`src/deq_pkg.sv`:
```
package deq_pkg;

  // Ring geometry
  localparam int unsigned DEPTH = 16;
  localparam int unsigned IDX_W = (DEPTH > 1) ? $clog2(DEPTH) : 1;
  localparam int unsigned CNT_W = $clog2(DEPTH + 1);
  localparam int unsigned DATA_W = 64;

  localparam logic [CNT_W-1:0] FULL_CNT = CNT_W'(DEPTH);
  localparam logic [IDX_W-1:0] LAST_IDX = IDX_W'(DEPTH - 1);

  typedef enum logic [2:0] {
    OP_PUSH_FRONT = 3'd0,
    OP_PUSH_REAR  = 3'd1,
    OP_POP_FRONT  = 3'd2,
    OP_POP_REAR   = 3'd3,
    OP_LIST       = 3'd4
  } op_e;

  typedef enum logic [1:0] {
    ST_OK    = 2'd0,
    ST_FULL  = 2'd1,
    ST_EMPTY = 2'd2
  } status_e;

  // Add an offset of at most DEPTH to a ring index, wrapping once
  function automatic logic [IDX_W-1:0] ring_add(input logic [IDX_W-1:0] a,
                                                input logic [CNT_W-1:0] b);
    logic [CNT_W:0] s;
    s = {{(CNT_W + 1 - IDX_W){1'b0}}, a} + {1'b0, b};
    if (s >= (CNT_W + 1)'(DEPTH)) begin
      s = s - (CNT_W + 1)'(DEPTH);
    end
    return s[IDX_W-1:0];
  endfunction

endpackage

```
`src/deq_ram.sv`:
```
module deq_ram #(
  parameter int unsigned DEPTH = 16,
  parameter int unsigned WIDTH = 64,
  parameter int unsigned ADDR_W = (DEPTH > 1) ? $clog2(DEPTH) : 1
) (
  input  logic              clk_i,
  input  logic              we_i,
  input  logic [ADDR_W-1:0] waddr_i,
  input  logic [WIDTH-1:0]  wdata_i,
  input  logic              re_i,
  input  logic [ADDR_W-1:0] raddr_i,
  output logic [WIDTH-1:0]  rdata_o
);

  logic [WIDTH-1:0] mem [DEPTH];
  logic [WIDTH-1:0] rdata_q;

  // Write port
  always_ff @(posedge clk_i) begin
    if (we_i) begin
      mem[waddr_i] <= wdata_i;
    end
  end

  // Registered read port; data holds until the next read
  always_ff @(posedge clk_i) begin
    if (re_i) begin
      rdata_q <= mem[raddr_i];
    end
  end

  assign rdata_o = rdata_q;

endmodule

```
`src/double_ended_queue.sv`:
```
// Bounded double-ended queue of 64-bit signed values in a 16-slot ring held in
// one synchronous RAM. A push, or any failed pop/list, is taken and its result
// goes straight into the result register, so pushes run one per cycle while
// that register is not stalled. A pop or a list reads the RAM through its
// single registered read port: the read index and count are registered, then
// the RAM read data, then the result register; list entries follow one per
// cycle while the result register is not stalled. New items are held off
// (in_stall_o) while a read job runs or while the result register is full and
// stalled. Codes 5 to 7 are taken and dropped.
module double_ended_queue (
  input  logic                          clk_i,
  input  logic                          rst_ni,
  input  logic                          in_valid_i,
  output logic                          in_stall_o,
  input  logic [2:0]                    operation_i,
  input  logic signed [63:0]            value_i,
  output logic                          out_valid_o,
  input  logic                          out_stall_i,
  output logic [1:0]                    status_o,
  output logic signed [63:0]            value_res_o,
  output logic                          last_o
);
  import deq_pkg::*;

  logic [IDX_W-1:0]  head_q, head_d;
  logic [CNT_W-1:0]  occ_q, occ_d;
  logic [IDX_W-1:0]  rd_idx_q, rd_idx_d;
  logic [CNT_W-1:0]  rd_cnt_q, rd_cnt_d;
  logic              rd_q, rd_d;
  logic              rd_last_q, rd_last_d;
  logic              out_valid_q, out_valid_d;
  logic [1:0]        status_q, status_d;
  logic [DATA_W-1:0] value_q, value_d;
  logic              last_q, last_d;

  logic              out_free, busy, accept, issue;
  logic              we;
  logic [IDX_W-1:0]  waddr;
  logic [DATA_W-1:0] rdata;
  op_e               op;

  assign op       = op_e'(operation_i);
  assign out_free = !out_valid_q || !out_stall_i;
  assign busy     = rd_q || (rd_cnt_q != '0);
  assign in_stall_o = busy || !out_free;
  assign accept   = in_valid_i && !in_stall_o;
  assign issue    = (rd_cnt_q != '0) && (!rd_q || out_free);

  deq_ram #(
    .DEPTH (DEPTH),
    .WIDTH (DATA_W)
  ) u_ram (
    .clk_i   (clk_i),
    .we_i    (we),
    .waddr_i (waddr),
    .wdata_i (value_i),
    .re_i    (issue),
    .raddr_i (rd_idx_q),
    .rdata_o (rdata)
  );

  // Decode items, run read jobs, load the result register
  always_comb begin
    head_d      = head_q;
    occ_d       = occ_q;
    rd_idx_d    = rd_idx_q;
    rd_cnt_d    = rd_cnt_q;
    rd_d        = rd_q;
    rd_last_d   = rd_last_q;
    out_valid_d = out_valid_q && out_stall_i;
    status_d    = status_q;
    value_d     = value_q;
    last_d      = last_q;
    we          = 1'b0;
    waddr       = head_q;

    // Advance the read job
    if (issue) begin
      rd_idx_d  = ring_add(rd_idx_q, CNT_W'(1));
      rd_cnt_d  = rd_cnt_q - 1'b1;
      rd_last_d = (rd_cnt_q == CNT_W'(1));
    end
    if (rd_q && out_free) begin
      out_valid_d = 1'b1;
      status_d    = ST_OK;
      value_d     = rdata;
      last_d      = rd_last_q;
    end
    if (issue) begin
      rd_d = 1'b1;
    end else if (rd_q && out_free) begin
      rd_d = 1'b0;
    end

    // Take a new item
    if (accept) begin
      case (op)
        OP_PUSH_FRONT, OP_PUSH_REAR: begin
          out_valid_d = 1'b1;
          value_d     = '0;
          last_d      = 1'b1;
          if (occ_q == FULL_CNT) begin
            status_d = ST_FULL;
          end else begin
            status_d = ST_OK;
            we       = 1'b1;
            occ_d    = occ_q + 1'b1;
            if (op == OP_PUSH_FRONT) begin
              head_d = (head_q == '0) ? LAST_IDX : head_q - 1'b1;
              waddr  = head_d;
            end else begin
              waddr = ring_add(head_q, occ_q);
            end
          end
        end
        OP_POP_FRONT, OP_POP_REAR, OP_LIST: begin
          if (occ_q == '0) begin
            out_valid_d = 1'b1;
            status_d    = ST_EMPTY;
            value_d     = '0;
            last_d      = 1'b1;
          end else if (op == OP_POP_FRONT) begin
            rd_idx_d = head_q;
            rd_cnt_d = CNT_W'(1);
            head_d   = ring_add(head_q, CNT_W'(1));
            occ_d    = occ_q - 1'b1;
          end else if (op == OP_POP_REAR) begin
            rd_idx_d = ring_add(head_q, occ_q - 1'b1);
            rd_cnt_d = CNT_W'(1);
            occ_d    = occ_q - 1'b1;
          end else begin
            rd_idx_d = head_q;
            rd_cnt_d = occ_q;
          end
        end
        default: begin
          // Drop undefined operation codes
        end
      endcase
    end
  end

  // Hold control state
  always_ff @(posedge clk_i or negedge rst_ni) begin
    if (!rst_ni) begin
      head_q      <= '0;
      occ_q       <= '0;
      rd_cnt_q    <= '0;
      rd_q        <= 1'b0;
      out_valid_q <= 1'b0;
    end else begin
      head_q      <= head_d;
      occ_q       <= occ_d;
      rd_cnt_q    <= rd_cnt_d;
      rd_q        <= rd_d;
      out_valid_q <= out_valid_d;
    end
  end

  // Hold payload registers
  always_ff @(posedge clk_i) begin
    rd_idx_q  <= rd_idx_d;
    rd_last_q <= rd_last_d;
    status_q  <= status_d;
    value_q   <= value_d;
    last_q    <= last_d;
  end

  assign out_valid_o = out_valid_q;
  assign status_o    = status_q;
  assign value_res_o = value_q;
  assign last_o      = last_q;

  // Occupancy stays within the ring
  assert property (@(posedge clk_i) disable iff (!rst_ni) occ_q <= FULL_CNT)
    else $error("occupancy beyond depth");

  // A read job never outgrows the stored entries plus the one a pop just removed
  assert property (@(posedge clk_i) disable iff (!rst_ni) rd_cnt_q <= occ_q + 1'b1)
    else $error("read job longer than queue");

  // Read data waiting on a stalled result register is kept
  assert property (@(posedge clk_i) disable iff (!rst_ni)
    rd_q && !out_free |=> rd_q)
    else $error("pending read data lost");

  // The final read of a job is marked last
  assert property (@(posedge clk_i) disable iff (!rst_ni)
    issue && rd_cnt_q == CNT_W'(1) |=> rd_q && rd_last_q)
    else $error("last read not marked");

endmodule
```
`config.mk`:
```
export PLATFORM = sky130hd
export DESIGN_NAME = double_ended_queue
export DESIGN_NICKNAME = d
export VERILOG_FILES = /design/src/deq_pkg.sv /design/src/deq_ram.sv /design/src/double_ended_queue.sv
export SDC_FILE = /design/constraint.sdc
export NUM_CORES = 1
export LEC_CHECK = 0
export BUFFER_PORTS_ARGS = -buffer_cell sky130_fd_sc_hd__buf_2
export CAP_MARGIN = 30
export CORE_ASPECT_RATIO = 0.5
export CORE_MARGIN = 4
export CORE_UTILIZATION = 40
export CTS_CLUSTER_SIZE = 20
export DETAILED_ROUTE_END_ITERATION = 10
export PLACE_DENSITY = 0.61
export REMOVE_ABC_BUFFERS = 1
export SYNTH_ARGS = -nofsm -noshare
export SYNTH_HDL_FRONTEND = slang
export SYNTH_SLANG_ARGS = --single-unit
export TNS_END_PERCENT = 1
```
`constraint.sdc`:
```
create_clock -name clk_i -period 13.5 [get_ports clk_i]
set_input_delay 1.35 -clock clk_i [delete_from_list [all_inputs] [get_ports clk_i]]
set_output_delay 1.35 -clock clk_i [all_outputs]
set_load 0.02 [all_outputs]
```
==> flow_summary.json, run 1 <==
{
  "synth_compound_area_frac": 0.0544,
  "die_w_um": 481,
  "final.min_clock_period_ns": 4.05,
  "core.rowCount": 86,
  "ff2ff_path_depth": 9,
  "cts_buffer_depth": 3,
  "crit_top_cell": "buf_4",
  "die_y_um": 245,
  "final_cell_area_sq_mm": 0.0510,
  "crit_family": "buffers and inverters",
  "drt-total-wl_um": 102000,
  "finalNetCount": 2532,
  "slew_viol_final": 0,
  "worst_skew_pair.late_latency_ns": 0.67,
  "place.gp.congestion": 0.756,
  "multi_input_area_sq_mm": 0.00967,
  "postCtsHoldBufs": 0,
  "synth.top_cells.by_count": "edfxtp_1, mux4_2, nand2_1",
  "critical_path_required_ns": 13.79,
  "worst-path-stages": 9,
  "path_cells": "inv_1, ha_1, o21ba_2, o31ai_1, nor2_1, a21oi_2, nor3b_2, buf_4, buf_4",
  "holdPathEnd": "value_res_o[19]",
  "grt_start_max_net_pins": 142,
  "synth_edf_count": 1089,
  "fmax_mhz": 247,
  "status": "finished clean",
  "setup_tns_ns": 0,
  "cpMaxStageDelayCell": "buf_4",
  "r2r_slack_ns": 9.45,
  "cts_tree": "built",
  "endpoint_kind": "register",
  "rsz0062_at_grt": "false",
  "crit_fanout": 38,
  "dieArea_sq_mm": 0.118,
  "ys_async_sr_fraction": 0.0136,
  "regArea_sq_mm": 0.0345,
  "synthMuxAreaShare": 0.127,
  "cp-start-kind": "register",
  "drtAntennaViolNets": 0,
  "avgSynthCellArea_sq_um": 19.7,
  "slew_headroom": 0.275,
  "hold-path-cell-count": 2,
  "h-tree-depth": 3,
  "via_count": 22309,
  "ir_drop_v": 0.000165,
  "synthTopCellsByArea": "edfxtp_1, mux4_2, dfxtp_1",
  "setup_viol": 0,
  "drive_above_1_share": 0.248,
  "post-route-drc-count": 0,
  "hpwl_um": 53700,
  "synth_flop_cell": "edfxtp_1",
  "fillerInstances": 9299,
  "setup_slack_ns": 9.45,
  "root_buffer": "clkbuf_16",
  "tightest_slew_ns": 1.09,
  "start_util": 0.405,
  "syn_inst": 2275,
  "vias_per_cell": 5.52,
  "path_buf_inv": 3,
  "synth_area_leader_cell": "edfxtp_1",
  "cap_violations": 0,
  "cts.reportedPaths.clkPinSlew_ns": 0.07,
  "dpl_cell_area_sq_mm": 0.0473,
  "instances_no_fill": 4038,
  "postCtsResizedCells": 0,
  "wl_per_cell_um": 25.2,
  "synth-adder-area-share": 0.00508,
  "rr_endpoint": "u_ram.mem[8][34]",
  "yosysMostFrequentCell": "edfxtp_1",
  "overflow": 0,
  "cts_made_buffers": 107,
  "synth.cell_area_sq_mm": 0.0448,
  "final.period_utilization": 0.300,
  "yosysWarnings": 0,
  "critPathMaxStageDelay_ns": 0.70,
  "path_class": "register to register",
  "design.core.area_sq_mm": 0.111,
  "grt_usage": 0.171,
  "p_per_area_mw_per_mm2": 196,
  "ys_seq_area_frac": 0.771,
  "synth_xor_area_frac": 0.00430,
  "r2r-start": "head_q[1]",
  "postCtsSetupBuffers": 0,
  "hold_viol": 0,
  "grt_pass1_wl_um": 150000,
  "dp_slack_ns": 8.85,
  "area_growth_pct": 13.8,
  "p_leak_nw": 16.6,
  "hp-class": "register to register",
  "synth-simple-area-share": 0.0227,
  "grt_pass1_vias": 22218,
  "clock-sinks": 1176,
  "crit_arrival_ns": 4.35,
  "synth_top_family_by_area": "multiplexers",
  "ys_types": 57,
  "ys_ff_latch": 1176,
  "antenna_found_initial": 13,
  "io_buffers": 139,
  "holdCritStartpoint": "value_res_o[19]",
  "placed_cells": 3828,
  "finClkSkew_ns": 0.0162,
  "dr.pass1.iters": 7,
  "yosys.area.top_type_share": 0.730,
  "ios": 140,
  "drt_first_iter_violations": 2172
}
==> state kept, by name (all words and copies together) (netlist names) <==
signal / cells
u_ram.mem: 1024
u_ram.rdata_o: 64
value_res_o: 64
occ_q: 5
rd_cnt_q: 5
head_q: 4
rd_idx_q: 4
status_o: 2
last_o: 1
out_valid_o: 1
rd_last_q: 1
rd_q: 1
==> stage by stage <==
step / total power, W / util / hold WS, ns
after detailed placement: 0.00700 / 0.427 / 0.445
after floorplan: 0.00684 / - / 0.435
after CTS: 0.0101 / 0.460 / 0.453
after global placement: 0.00697 / 0.427 / 0.439
final: 0.0100 / 0.461 / 0.452
after global routing: 0.0105 / 0.461 / 0.474
==> placed cells by master, fill, tap and decap left out, types with 3 or more instances in the layout <==
cell type   instances
xor2_1             10
diode_2             5
nand3_1            10
clkinv_2           21
mux2i_1           134
dfxtp_4             3
edfxtp_1         1089
buf_4              47
clkinv_4            3
buf_16              3
clkbuf_1           19
nor2_1             12
inv_1              11
o21ai_0            71
ha_1               15
buf_12              4
clkinvlp_4          6
a22oi_1            66
buf_2             139
xnor2_1            12
a21oi_1            99
nand2b_1            3
mux4_2            192
a21oi_2            43
nor2_4              3
dfxtp_1            68
clkbuf_16         110
clkbuf_8            7
dfrtp_1            16
and4_1              3
nor3b_2             6
clkinv_1           19
nor3_2              9
a31oi_1             5
bufinv_16          14
nor3_1              7
nand2_1           147
a221oi_1           64
==> power breakdown <==
| group | internal (W) | total, W | switching (W) |
|---|---|---|---|
| Combinational | 0.00102 | 0.00245 | 0.00142 |
| Sequential | 0.00427 | 0.00445 | 0.000174 |
| Clock | 0.00180 | 0.00312 | 0.00132 |
| Total | 0.00710 | 0.0100 | 0.00292 |
==> cell families after synthesis <==
logic type | Yosys count
XOR/XNOR | 22
AO/OA/AOI/OAI | 362
AND/OR/NAND/NOR | 224
multiplexers | 328
flip-flops | 1176
buffers and inverters | 146
adder cells (fa/ha/maj) | 17
==> how the worst max path moves through the flow <==
stage / slack (ns) / to / from
CTS: 9.39 / u_ram.mem[15][47] / head_q[1]
global placement: 8.96 / u_ram.mem[8][1] / operation_i[2]
finish: 9.45 / u_ram.mem[8][34] / head_q[1]
floorplan: -0.04 / u_ram.rdata_o[10] / rd_idx_q[0]
detailed placement: 8.85 / u_ram.mem[15][45] / operation_i[2]
global route: 9.16 / u_ram.mem[8][34] / head_q[1]
==> metal layers <==
metal | global-route usage | routed length, um | vias to the layer above | part of all wire
met4 | 0.0442 | 2280 | 4 | 0.022
li1 | - | - | 9646 | -
met1 | 0.250 | 45200 | 11756 | 0.44
met3 | 0.0273 | 6080 | 163 | 0.060
met2 | 0.270 | 48400 | 740 | 0.47
met5 | 0 | 15 | - | 0.00015
==> worst register-to-register path: cells and delay by family (launching register included) <==
family          cells  cell delay [ns]
buf+inv             3             1.39
fa+ha+maj           1             0.31
simple gates        2             0.41
flops               1             0.51
compound gates      3             1.07
==> cell type report <==
type,count,share of cell area
Clock inverter,66,0.0144
Inverter,13,0.000981
Tap cell,1496,0.0367
Timing Repair Buffer,193,0.0237
Multi-Input combinational cell,953,0.190
Sequential cell,1176,0.677
Clock buffer,136,0.0573
Antenna cell,5,0.000245
Power figures use the tool's default switching activity.
==> run 2: changes to the inputs <==
--- a/config.mk
+++ b/config.mk
@@ -12,7 +12,7 @@
 export CORE_UTILIZATION = 40
 export CTS_CLUSTER_SIZE = 20
 export DETAILED_ROUTE_END_ITERATION = 10
-export PLACE_DENSITY = 0.61
+export PLACE_DENSITY = 0.63
 export REMOVE_ABC_BUFFERS = 1
 export SYNTH_ARGS = -nofsm -noshare
 export SYNTH_HDL_FRONTEND = slang
==> constraint.sdc (replaced) <==
create_clock -name clk_i -period 3.5 [get_ports clk_i]
set_input_delay 0.35 -clock clk_i [delete_from_list [all_inputs] [get_ports clk_i]]
set_output_delay 0.35 -clock clk_i [all_outputs]
set_load 0.02 [all_outputs]
==> run 2 against run 1 <==
Compared with the run above: sequential share of layout area down 0.66 points; largest cell class unchanged; global-route usage grew 0.072 points; highest routed layer unchanged; core utilization increased by 0.45 points; first-iteration DRC count grew 9.8%; sequential power grew to 3.8 times the previous value; critical endpoint is now u_ram.mem[12][47].
==> flow_summary.json, run 2 (synthesis results as in run 1) <==
{
  "status": "finished clean",
  "cpMaxStageDelayCell": "dfrtp_1",
  "largest_reg_flops": 1024,
  "slew_headroom": 0.401,
  "place.gp.congestion": 0.783,
  "path_class": "register to register",
  "tightest_slew_ns": 0.898,
  "path_cells": "inv_1, ha_1, o21ba_2, o31ai_1, nor2_1, a21oi_2, nor3b_2, buf_12",
  "post-route-drc-count": 0,
  "finalNetCount": 2553,
  "final_common_cell": "edfxtp_1",
  "cts_made_buffers": 107,
  "io_buffers": 139,
  "h-tree-depth": 3,
  "hold_viol": 0,
  "dr.pass1.iters": 5,
  "r2r_slack_ns": 0.37,
  "critPathMaxStageDelay_ns": 0.50,
  "fmax_mhz": 319,
  "switching_share": 0.291,
  "core.rowCount": 86,
  "postCtsHoldBufs": 4,
  "cp-start-kind": "register",
  "die_w_um": 481,
  "worst_skew_pair.late_latency_ns": 0.67,
  "grt_use_met2": 0.273,
  "instances_no_fill": 4049,
  "cap_violations": 0,
  "grt_usage": 0.172,
  "die_y_um": 245,
  "mostFrequentLayoutCells": "edfxtp_1, mux4_2, nand2_1",
  "power.switching_w": 0.0114,
  "endpoint_kind": "register",
  "grt_pass1_wl_um": 152000,
  "setup_viol": 0,
  "cts_buffer_depth": 3,
  "internal_power_w": 0.0278,
  "final.min_clock_period_ns": 3.13,
  "antenna_found_initial": 12,
  "final.period_utilization": 0.895,
  "top_usage_layer": "met2",
  "dieArea_sq_mm": 0.118,
  "ir_drop_v": 0.000532,
  "postCtsSetupBuffers": 0,
  "power_w": 0.0393,
  "clock-sinks": 1176,
  "use_met3": 0.0291,
  "final_util": 0.466,
  "area_growth_pct": 15.0,
  "use_met1": 0.251,
  "rsz0062_at_grt": "false",
  "ios": 140,
  "grt_pass1_vias": 22626,
  "regMostFlops": "u_ram.mem",
  "overflow": 0,
  "wl_per_cell_um": 25.1,
  "drive_above_1_share": 0.250,
  "finClkSkew_ns": 0.0176,
  "cts_tree": "built",
  "cts.reportedPaths.clkPinSlew_ns": 0.07,
  "grt_start_max_net_pins": 107,
  "vias_per_cell": 5.55,
  "crit_fanout": 64,
  "hold_ws_ns": 0.0595,
  "p_comb_frac": 0.256,
  "pwr-share-clk": 0.310,
  "design.core.area_sq_mm": 0.111,
  "drtAntennaViolNets": 0,
  "via_count": 22456,
  "p_leak_nw": 16.8,
  "placed_cells": 3848,
  "power_frac_seq": 0.433,
  "start_util": 0.405,
  "postCtsResizedCells": 0,
  "hp-class": "input port to register",
  "critical_path_required_ns": 3.80,
  "p_per_area_mw_per_mm2": 763,
  "drt_first_iter_violations": 2385,
  "slew_viol_final": 0,
  "drt-total-wl_um": 102000,
  "root_buffer": "clkbuf_16",
  "hpwl_um": 57900,
  "crit_arrival_ns": 3.43
}
==> run 2: metal layers <==
| metal | vias to the layer above | part of all wire |
|---|---|---|
| li1 | 9656 | - |
| met1 | 11912 | 0.44 |
| met2 | 723 | 0.47 |
| met3 | 157 | 0.065 |
| met4 | 8 | 0.020 |
| met5 | - | 0.00047 |
==> run 2: area by class of cell <==
cell class / instances / area [sq um]
fillers: 9208 / 59100
flip-flops and latches: 1176 / 34500
multi-input cells: 953 / 9670
clock buffers: 161 / 3190
well taps: 1496 / 1870
repair buffers: 214 / 1660
clock inverters: 34 / 518
inverters: 13 / 48.8
diodes: 2 / 5.00
==> run 2: power by group through the flow <==
stage	Clock, W	Sequential (W)	Combinational (W)
after global routing	0.0131	0.0171	0.0109
after floorplan	0	0.0181	0.00449
final	0.0122	0.0170	0.0101
after global placement	0	0.0173	0.0101
after detailed placement	0	0.0173	0.0102
after CTS	0.0124	0.0170	0.0102
==> run 2: final timing paths <==
path	start	end	cells after the start
setup / recovery	head_q[1]	u_ram.mem[12][47]	8
hold / removal	value_i[25]	u_ram.mem[2][25]	1
setup reg to reg	head_q[1]	u_ram.mem[12][47]	8
hold reg to reg	value_res_o[6]	value_res_o[6]	2
max in group asynchronous	rst_ni	occ_q[0]	2
min in group asynchronous	rst_ni	head_q[3]	2
==> run 2: through the flow <==
stage,cell area (sq um),setup TNS (ns),setup slack (ns)
3_5_place_dp,47800,0,0.412
4_1_cts,51500,0,0.373
3_3_place_gp,47700,0,0.480
5_1_grt,51500,0,0.191
6_report,51500,0,0.368
2_1_floorplan,44100,-3610.31,-10.04
==> run 2: worst max-delay path: cells and delay by family, from the launching register on <==
kind / cells / cell delay [ns]
AND/OR/NAND/NOR: 2 / 0.42
adder cells (fa/ha/maj): 1 / 0.30
flip-flops: 1 / 0.50
buffers and inverters: 2 / 0.61
AO/OA/AOI/OAI: 3 / 0.84
